--- src/rtl/lkvc_pkg.sv ---
// Shared types and constants for the LRU key-value cache.
package lkvc_pkg;

  localparam logic       FUNC_GET  = 1'b0;
  localparam logic       FUNC_PUT  = 1'b1;
  localparam logic [4:0] CAP_RESET = 5'd16;

  typedef struct packed {
    logic               func;
    logic signed [31:0] key;
    logic signed [31:0] put_value;
  } req_t;

  typedef struct packed {
    logic               hit;
    logic signed [31:0] read_value;
  } rsp_t;

  typedef struct packed {
    logic capture;
    logic compare;
    logic resolve;
    logic update;
    logic finish;
  } cmd_t;

  typedef struct packed {
    logic out_hold;
  } sts_t;

endpackage

--- src/rtl/lru_key_value_cache.sv ---
// Top level of the fully associative LRU key-value cache.
// A request accepted in the idle state steps through the match, resolve, update and
// finish states before its result is registered. The input stalls until the finish
// step, so a new request waits for the last to finish; a held result delays that step.
// Reset is synchronous and active low; it clears all valid bits and the occupancy,
// and sets the capacity to sixteen, with no clearing pass over the value memory.
module lru_key_value_cache #(
  parameter int ENTRIES = 16
) (
  input  logic           clk,
  input  logic           rst_n,
  input  logic           in_valid,
  output logic           in_stall,
  input  lkvc_pkg::req_t in_data,
  output logic           out_valid,
  input  logic           out_stall,
  output lkvc_pkg::rsp_t out_data,
  input  logic           cfg_wr_en,
  input  logic [4:0]     cfg_wr_data
);
  import lkvc_pkg::*;

  cmd_t cmd;
  sts_t sts;

  lkvc_ctrl u_ctrl (
    .clk      (clk),
    .rst_n    (rst_n),
    .in_valid (in_valid),
    .in_stall (in_stall),
    .sts      (sts),
    .cmd      (cmd)
  );

  lkvc_dpath #(
    .ENTRIES (ENTRIES)
  ) u_dpath (
    .clk         (clk),
    .rst_n       (rst_n),
    .in_data     (in_data),
    .cfg_wr_en   (cfg_wr_en),
    .cfg_wr_data (cfg_wr_data),
    .cmd         (cmd),
    .sts         (sts),
    .out_valid   (out_valid),
    .out_stall   (out_stall),
    .out_data    (out_data)
  );

  a_cmd_exclusive: assert property (@(posedge clk) disable iff (!rst_n)
    $onehot0(cmd))
    else $error("sequencer issued more than one command");

  a_accept_starts: assert property (@(posedge clk) disable iff (!rst_n)
    (in_valid && !in_stall) |=> cmd.compare)
    else $error("accepted request did not enter the match step");

  a_busy_stalls: assert property (@(posedge clk) disable iff (!rst_n)
    (cmd.compare || cmd.resolve || cmd.update) |-> in_stall)
    else $error("input not stalled while a request is in flight");

  a_finish_shows: assert property (@(posedge clk) disable iff (!rst_n)
    cmd.finish |=> out_valid)
    else $error("finished request produced no result");

endmodule

--- src/rtl/lkvc_ram.sv ---
// Generic single-write, single-read RAM with registered read data.
module lkvc_ram #(
  parameter int WIDTH = 32,
  parameter int DEPTH = 16,
  parameter int AW    = (DEPTH > 1) ? $clog2(DEPTH) : 1
) (
  input  logic             clk,
  input  logic             we,
  input  logic [AW-1:0]    waddr,
  input  logic [WIDTH-1:0] wdata,
  input  logic [AW-1:0]    raddr,
  output logic [WIDTH-1:0] rdata
);

  logic [WIDTH-1:0] mem_r [DEPTH];
  logic [WIDTH-1:0] rdata_r;

  always_ff @(posedge clk) begin
    if (we) begin
      mem_r[waddr] <= wdata;
    end
    rdata_r <= mem_r[raddr];
  end

  assign rdata = rdata_r;

endmodule

--- src/rtl/lkvc_ctrl.sv ---
// Sequencer that steps one request through match, resolve, update and finish.
module lkvc_ctrl (
  input  logic           clk,
  input  logic           rst_n,
  input  logic           in_valid,
  output logic           in_stall,
  input  lkvc_pkg::sts_t sts,
  output lkvc_pkg::cmd_t cmd
);
  import lkvc_pkg::*;

  localparam logic [2:0] S_IDLE    = 3'd0;
  localparam logic [2:0] S_MATCH   = 3'd1;
  localparam logic [2:0] S_RESOLVE = 3'd2;
  localparam logic [2:0] S_UPDATE  = 3'd3;
  localparam logic [2:0] S_FINISH  = 3'd4;

  logic [2:0] state_r;
  logic [2:0] state_nxt;

  assign in_stall = (state_r != S_IDLE);

  always_comb begin
    state_nxt   = state_r;
    cmd         = '0;
    unique case (state_r)
      S_IDLE: begin
        if (in_valid) begin
          cmd.capture = 1'b1;
          state_nxt   = S_MATCH;
        end
      end
      S_MATCH: begin
        cmd.compare = 1'b1;
        state_nxt   = S_RESOLVE;
      end
      S_RESOLVE: begin
        cmd.resolve = 1'b1;
        state_nxt   = S_UPDATE;
      end
      S_UPDATE: begin
        cmd.update = 1'b1;
        state_nxt  = S_FINISH;
      end
      S_FINISH: begin
        if (!sts.out_hold) begin
          cmd.finish = 1'b1;
          state_nxt  = S_IDLE;
        end
      end
      default: begin
        state_nxt = S_IDLE;
      end
    endcase
  end

  always_ff @(posedge clk) begin
    if (!rst_n) begin
      state_r <= S_IDLE;
    end else begin
      state_r <= state_nxt;
    end
  end

endmodule

--- src/rtl/lkvc_dpath.sv ---
// Entry cells, recency ranks, value memory and result register of the cache.
module lkvc_dpath #(
  parameter int ENTRIES = 16
) (
  input  logic           clk,
  input  logic           rst_n,
  input  lkvc_pkg::req_t in_data,
  input  logic           cfg_wr_en,
  input  logic [4:0]     cfg_wr_data,
  input  lkvc_pkg::cmd_t cmd,
  output lkvc_pkg::sts_t sts,
  output logic           out_valid,
  input  logic           out_stall,
  output lkvc_pkg::rsp_t out_data
);
  import lkvc_pkg::*;

  localparam int IW = (ENTRIES > 1) ? $clog2(ENTRIES) : 1;
  localparam int CW = $clog2(ENTRIES + 1);
  localparam int MW = (CW > 5) ? CW : 5;

  req_t               req_r;
  logic [ENTRIES-1:0] valid_r;
  logic [31:0]        key_r  [ENTRIES];
  logic [IW-1:0]      rank_r [ENTRIES];
  logic [CW-1:0]      occ_r;
  logic [4:0]         cap_r;
  logic [ENTRIES-1:0] match_r;
  logic [ENTRIES-1:0] victim_r;
  logic               hit_r;
  logic               fill_r;
  logic [IW-1:0]      idx_r;
  logic [IW-1:0]      old_rank_r;
  logic               out_valid_r;
  rsp_t               out_data_r;

  logic [IW-1:0]      lru_rank;
  logic               room;
  logic               any_hit;
  logic [IW-1:0]      hit_idx;
  logic [IW-1:0]      hit_rank;
  logic [IW-1:0]      vic_idx;
  logic               do_update;
  logic               ram_we;
  logic [31:0]        ram_rdata;

  assign lru_rank  = IW'(occ_r - CW'(1));
  assign room      = (occ_r != CW'(ENTRIES)) &&
                     ((MW'(occ_r) < MW'(cap_r)) || (cap_r == 5'd0 && occ_r == '0));
  assign do_update = hit_r || (req_r.func == FUNC_PUT);
  assign ram_we    = cmd.update && (req_r.func == FUNC_PUT);

  always_comb begin
    any_hit  = 1'b0;
    hit_idx  = '0;
    hit_rank = '0;
    vic_idx  = '0;
    for (int j = 0; j < ENTRIES; j++) begin
      any_hit  = any_hit | match_r[j];
      hit_idx  = hit_idx  | (match_r[j]  ? IW'(j)    : '0);
      hit_rank = hit_rank | (match_r[j]  ? rank_r[j] : '0);
      vic_idx  = vic_idx  | (victim_r[j] ? IW'(j)    : '0);
    end
  end

  always_ff @(posedge clk) begin
    if (cmd.capture) begin
      req_r <= in_data;
    end
    if (cmd.compare) begin
      for (int j = 0; j < ENTRIES; j++) begin
        match_r[j]  <= valid_r[j] && (key_r[j] == req_r.key);
        victim_r[j] <= valid_r[j] && (rank_r[j] == lru_rank);
      end
    end
    if (cmd.resolve) begin
      hit_r  <= any_hit;
      fill_r <= !any_hit && (req_r.func == FUNC_PUT) && room;
      priority if (any_hit) begin
        idx_r      <= hit_idx;
        old_rank_r <= hit_rank;
      end else if (room) begin
        idx_r      <= IW'(occ_r);
        old_rank_r <= lru_rank;
      end else begin
        idx_r      <= vic_idx;
        old_rank_r <= lru_rank;
      end
    end
    if (cmd.update && do_update) begin
      for (int j = 0; j < ENTRIES; j++) begin
        if (IW'(j) == idx_r) begin
          rank_r[j] <= '0;
          key_r[j]  <= req_r.key;
        end else if (valid_r[j] && (fill_r || rank_r[j] < old_rank_r)) begin
          rank_r[j] <= rank_r[j] + IW'(1);
        end
      end
    end
    if (cmd.finish) begin
      out_data_r.hit        <= hit_r;
      out_data_r.read_value <= (hit_r && req_r.func == FUNC_GET) ? ram_rdata : '0;
    end
  end

  always_ff @(posedge clk) begin
    if (!rst_n) begin
      valid_r     <= '0;
      occ_r       <= '0;
      cap_r       <= CAP_RESET;
      out_valid_r <= 1'b0;
    end else begin
      if (cfg_wr_en) begin
        cap_r <= cfg_wr_data;
      end
      if (cmd.update && fill_r) begin
        for (int j = 0; j < ENTRIES; j++) begin
          if (IW'(j) == idx_r) begin
            valid_r[j] <= 1'b1;
          end
        end
        occ_r <= occ_r + CW'(1);
      end
      if (cmd.finish) begin
        out_valid_r <= 1'b1;
      end else if (!out_stall) begin
        out_valid_r <= 1'b0;
      end
    end
  end

  lkvc_ram #(
    .WIDTH (32),
    .DEPTH (ENTRIES)
  ) u_value_ram (
    .clk   (clk),
    .we    (ram_we),
    .waddr (idx_r),
    .wdata (req_r.put_value),
    .raddr (idx_r),
    .rdata (ram_rdata)
  );

  assign sts.out_hold = out_valid_r && out_stall;
  assign out_valid    = out_valid_r;
  assign out_data     = out_data_r;

endmodule

--- config.mk ---
export PLATFORM = sky130hd
export DESIGN_NAME = lru_key_value_cache
export DESIGN_NICKNAME = d
export VERILOG_FILES = /design/src/rtl/lkvc_pkg.sv /design/src/rtl/lru_key_value_cache.sv /design/src/rtl/lkvc_ram.sv /design/src/rtl/lkvc_ctrl.sv /design/src/rtl/lkvc_dpath.sv
export SDC_FILE = /design/constraint.sdc
export NUM_CORES = 2
export LEC_CHECK = 0
export BUFFER_PORTS_ARGS = -buffer_cell sky130_fd_sc_hd__buf_2
export CAP_MARGIN = 20
export CELL_PAD_IN_SITES_DETAIL_PLACEMENT = 0
export CELL_PAD_IN_SITES_GLOBAL_PLACEMENT = 1
export CORE_MARGIN = 2
export CORE_UTILIZATION = 30
export DETAILED_ROUTE_END_ITERATION = 12
export GPL_TIMING_DRIVEN = 0
export MAX_ROUTING_LAYER = met4
export PLACE_DENSITY_LB_ADDON = 0.1
export SLEW_MARGIN = 15
export SYNTH_ARGS = -nofsm -noshare
export SYNTH_HDL_FRONTEND = slang
export SYNTH_HIERARCHICAL = 1
export SYNTH_SLANG_ARGS = --single-unit
--- constraint.sdc ---
create_clock -name clk -period 4.6 [get_ports clk]
set_input_delay 0.46 -clock clk [delete_from_list [all_inputs] [get_ports clk]]
set_output_delay 0.46 -clock clk [all_outputs]
set_load 0.01 [all_outputs]
======== After elaboration in Yosys (flattened, before gate mapping) ========
Memory sizes are Yosys's and may differ from the RTL's. A register that Yosys moved wholly into a read port is not among the register bits.
Cells that the tools add are included.
word-level totals
  bits in registers ....................... 170
  RAM bits ................................ 1088
  input bits .............................. 75
  memories ................................ 3
cells by class
  add/subtract/negate cells ............... 18
  magnitude comparators ................... 17
  eq/ne operators ......................... 55
  mux-type cells .......................... 236
  bitwise gates (word level) .............. 75
  reduce and logical (&&, ||, !) cells .... 113
memories
  memory                     depth  bits a word  read ports  clocked after memory_dff  write ports  RTL line          RTL
  u_dpath.key_r              16     32           16          0                         1            lkvc_dpath.sv:24  logic [31:0] key_r [ENTRIES];
  u_dpath.u_value_ram.mem_r  16     32           1           1                         1            lkvc_ram.sv:15    logic [WIDTH-1:0] mem_r [DEPTH];
  u_dpath.rank_r             16     4            16          0                         16           lkvc_dpath.sv:25  logic [IW-1:0] rank_r [ENTRIES];
operators by type and width
  kind                                                             number
  32-bit == test                                                   16
  32-bit 2-to-1 mux                                                15
  32-bit OR reduction                                              15
  4-bit 2-to-1 mux                                                 66
  4-bit OR                                                         43
  1-bit 2-to-1 mux                                                 140
  4-bit by 1-bit adder with 4-bit output, second input constant    16
  4-bit == test                                                    16
  4-bit less-than comparator                                       16
  1-bit logical AND                                                57
  2-bit AND reduction                                              17
  4-bit == test, first input constant                              8
  1-bit OR                                                         31
  3-bit 2-to-1 mux                                                 10
  1-bit logical OR                                                 18
  3-bit by 4-bit == test with 1-bit output, first input constant   4
  3-bit one-hot mux with 5 select lines                            1
  5-bit zero test                                                  2
  2-bit by 4-bit == test with 1-bit output, first input constant   2
  2-bit 2-to-1 mux                                                 4
  3-bit by 2-bit == test with 1-bit output, second input constant  2
  5-bit by 1-bit adder with 5-bit output, second input constant    1
  5-bit less-than comparator                                       1
  5-bit inequality test, second input constant                     1
  11 further kinds                                                 12

======== Longest topological paths before layout ========
  depth after elaboration ................. 21
  mapped depth ............................ 8
  gate-level depth less buffers ........... 7

======== Modules after synthesis ========
Netlist, hierarchy kept.
modules (own cells, without submodules)
  module      instances  cells an instance  area each (um^2)  seq. area each (um^2)
  lkvc_dpath  1          2190               32710.1           22011.1
  lkvc_ram    1          838                19835.3           16015.4
  lkvc_ctrl   1          18                 150.1             60.1

======== Least setup slack after synthesis ========
No wires, ideal clock.
  path kind ............................... reg-to-reg
  start ................................... register u_ctrl.state_r[2]
  end ..................................... register u_dpath/req_r[0] (netlist bit), enable pin
  setup time .............................. 0.489 ns
  data arrival time ....................... 3.498 ns
  slack ................................... 0.613 ns
  stages on the path, launching flop included .. 3
  clock period less this slack ............ 3.987 ns
  cells stage by stage .................... dfxtp_1 -> or3_1 -> nor2_1
RTL lines
  what                    RTL line          RTL
  start, declared         lkvc_ctrl.sv:18   logic [2:0] state_r;
  start signal, assigned  lkvc_ctrl.sv:61   state_r <= state_nxt;
  end signal, assigned    lkvc_dpath.sv:68  req_r <= in_data;
  end, declared           lkvc_dpath.sv:22  req_t req_r;

======== Final worst setup path ========
  start ................................... register u_dpath/req_r[37] (netlist bit)
  end ..................................... register u_dpath.match_r[10] (data pin)
between the ends
  cells in the longest elaborated chain, start to end .. 2
ends and longest elaborated chain
  what                           RTL line          RTL
  32-bit == test                 lkvc_dpath.sv:72  match_r[j] <= valid_r[j] && (key_r[j] == req_r.key);
  1-bit logical AND              lkvc_dpath.sv:72
  end signal, assigned by index  lkvc_dpath.sv:72
  end, declared                  lkvc_dpath.sv:28  logic [ENTRIES-1:0] match_r;
No other way between the ends.
A chain may end at the register's enable or synchronous reset.

==> flow_summary_export.csv <==
group,metric,value,unit
timing,drv_slew,0,
logic_synthesis,synth_edf_count,1227,
die,die_h,423,um
setup_path,criticalPathCategory,"reg2reg",
clocking,clkSinkCount,1289,
timing,min_period,4620,ps
pwr,p_per_area,407,nW/um^2
grt,grt_pass1_wl,239,mm
drt,drtPass1Iterations,5,
setup_path,crit_family,"simple AND/OR/NAND/NOR gates",
place,hpwl,119,mm
clocking,insertion_delay,780,ps
setup_path,cp_slowest_stage_delay,710,ps
clocking,path_clk_slew,50,ps
logic_synthesis,yosys-top-cells-area,"edfxtp_1 70%, xnor2_1 7.6%, mux4_2 5.5%",
min_path,hold_path_class,"in2reg",
logic_synthesis,avgSynthCellArea,17.3,sq um
setup_path,path_max_fanout,10,
timing,finalSetupTns,-17.9,ps
drt,via_count,29343,
drt,wire_per_inst,29.1,um
clocking,clockBufferDepth,3,
final_layout,seqCellArea,38100,sq um
timing,hold_viol_final,0,
timing,post-route-period-util,100,%
place,gp_congestion,0.826,
setup_path,worst-path-buf-inv,4,
logic_synthesis,yosys_warnings,6,
setup_path,cpMaxStageDelayCell,"nor4_1",
pwr,p_clk_share,42.9,%
logic_synthesis,synthFlopType,"edfxtp_1",
pwr,switchingPower,5930,uW
grt,grt_pass1_vias,29912,
logic_synthesis,netlist_instances,3046,
timing,fin_skew,24.5,ps
final_layout,drive_above_1_share,18.0,%
die,io-pin-count,110,
setup_path,cp-end-kind,"register",
die,die_x,423,um
pwr,cell_internal_pwr,20000,uW
pwr,sequentialPowerShare,51.4,%
timing,relSlewSlack,25.2,%
outcome,run_status,"finished, violations left",
grt,track_usage,19.8,%
die,core-area,174000,sq um
clocking,cts_tree,"yes",
drt,vias_per_cell,4.94,
place,place_ws,-531,ps
die,num_rows,153,
setup_path,path_cells,"buf_8 > buf_6 > clkbuf_1 > clkbuf_2 > xnor2_1 > nand4_1 > nor4_1 > nand4_1 > nor4_1",
grt,grt_max_degree,30,
final_layout,final_common_cell,"edfxtp_1",
logic_synthesis,ys_types,56,
die,fp.dieArea,179000,sq um
final_layout,final_nets,3638,
final_layout,layout_common_cells,"1227 x edfxtp_1, 460 x xnor2_1, 151 x clkbuf_16",
clocking,cts_buffers,146,
timing,max_freq,217,MHz
place,io_buffer_count,108,
grt,antenna_found_initial,16,
run,maxCapViolations,0,
logic_synthesis,async_flop_share,0,%
logic_synthesis,synth_top_area_share,69.9,%
clocking,cts_max_level,4,
final_layout,nFillCells,16373,
outcome,violations,"setup timing",
logic_synthesis,seq_area_frac_synth,72.3,%
timing,setup-violations-final,1,
final_layout,area_growth,20.7,%
place,dpl.cell_count,5594,
logic_synthesis,syn-num-nets,3192,
logic_synthesis,synth_top_area_cell,"edfxtp_1",
drt,drc,0,
final_layout,multiInputGateArea,14200,sq um
grt,overflow,0,
pwr,ir_drop,0.412,mV
drt,drt_iter0_drc,2824,
drt,drt-total-wl,173,mm
clocking,cts_root_buf,"clkbuf_16",
pwr,swShare,22.9,%
drt,postRouteAntennaNets,0,
die,start_util,30.2,%
pwr,p_leak,0.0200,uW
logic_synthesis,synth_seq_cells,1289,
final_layout,layout.cells.non_filler,5944,
timing,worstMarginPinSlew,1120,ps
setup_path,startpoint_type,"register",
setup_path,cp.required,5060,ps
logic_synthesis,syn-cell-area,52700,sq um
timing,finalWorstSetupSlack,-17.9,ps
setup_path,crit_arrival,5070,ps
pwr,pwr-share-comb,5.7,%
timing,grt_setup_unrepaired,"false",
## synth_stat cells (all sizes together) (3+ instances only)
master	n
o311ai	5
a211oi	28
nor3	26
ha	71
xor2	150
a22oi	80
a211o	10
a21boi	11
or3	3
nor4	56
edfxtp	1227
nand3	69
nand2b	22
a21o	27
clkbuf	106
inv	33
xnor2	460
o21a	14
o21bai	6
and2	42
o21ai	11
nor2b	14
a21oi	44
nand4	123
dfxtp	62
mux2i	6
buf	33
or2	3
or4	12
mux4	128
o211ai	7
nor2	55
nor3b	3
a221oi	8
a22o	8
nand3b	13
nand2	54
## worst register-to-register path: cells and delay by family (launching register included)
family | cells | cell delay (ps)
XOR/XNOR | 1 | 200
buffers and inverters | 4 | 1660
flip-flops | 1 | 550
AND/OR/NAND/NOR | 4 | 1910
## path summary, 6_finish.rpt
| check | cells after the start | slack (ps) | end | start |
|---|---|---|---|---|
| worst min-delay path | 2 | 120 | u_dpath/cap_r[4]$_SDFFE_PN1P_ | cfg_wr_en |
| worst max-delay path | 9 | -20 | u_dpath/match_r[10]$_DFFE_PP_ | u_dpath/req_r[37]$_DFFE_PP_ |
| worst max register to register | 9 | -20 | u_dpath/match_r[10]$_DFFE_PP_ | u_dpath/req_r[37]$_DFFE_PP_ |
| worst min register to register | 1 | 500 | u_dpath/out_data[14]$_SDFFCE_PN0P_ | u_dpath/u_value_ram/rdata[14]$_DFF_P_ |
## metrics by stage
step / hold WS [ps] / util [%] / power (uW) / cell area [sq um]
after detailed placement: 487 / 33.5 / 15000 / 58300
after CTS: 51.9 / 36.5 / 26300 / 63600
after global placement: 488 / 32.2 / 14900 / 56100
after global routing: 93.7 / 36.5 / 26800 / 63600
final: 120 / 36.5 / 25900 / 63600
after floorplan: 461 / - / 14100 / 52700
## per-layer routing
| layer | vias to the layer above | wire length, um | track usage [%] |
|---|---|---|---|
| li1 | 12761 | - | - |
| met1 | 15459 | 77000 | 26.3 |
| met2 | 910 | 83400 | 31.5 |
| met3 | 213 | 8650 | 3.17 |
| met4 | 0 | 4210 | 5.31 |
| met5 | - | 0 | - |
## cell type report
type | instances | share of cell area, %
Antenna cell | 4 | 0.0157
Buffer | 138 | 0.972
Clock buffer | 217 | 6.47
Clock inverter | 54 | 0.620
Inverter | 33 | 0.195
Multi-Input combinational cell | 1585 | 22.3
Sequential cell | 1289 | 59.9
Tap cell | 2325 | 4.57
Timing Repair Buffer | 299 | 4.98
## sequential cells by signal, summed over array words and instances (netlist names), 4 cells and up
signal                     cells
u_dpath/out_data              33
u_dpath/u_value_ram/mem_r    512
u_dpath/old_rank_r             4
u_dpath/victim_r              15
u_dpath/req_r                 65
u_dpath/rank_r                64
u_dpath/occ_r                  5
u_dpath/key_r                512
u_dpath/idx_r                  4
u_dpath/match_r               16
u_dpath/valid_r               16
u_dpath/u_value_ram/rdata     32
u_dpath/cap_r                  5
## power groups by stage
stage	sequential (uW)	clock, uW	combinational (uW)
floorplan	13400	0	693
global placement	13700	0	1150
detailed placement	13600	0	1430
CTS	13300	11400	1500
global route	13300	11900	1560
finish	13300	11100	1470
## logic make-up (layout without fill, tap and decap cells)
family	count (synthesis)	after routing	share of synthesized area [%]
AO/OA/AOI/OAI	266	266	3.61
XOR/XNOR	610	610	10.1
adder cells (fa/ha/maj)	71	71	1.69
buffers and inverters	172	741	1.33
flip-flops	1289	1289	72.3
multiplexers	134	134	5.58
other	0	4	0
AND/OR/NAND/NOR	504	504	5.37
## repair_timing
item / 4_1_cts / 5_1_grt
setup endpoints to repair: 10 / 1
setup buffers: 2 / 0
hold buffers: 73 / 0
hold endpoints to repair: 73 / 0
gates resized for setup: 8 / 1
No activity file was read; power rests on OpenSTA's default activity.
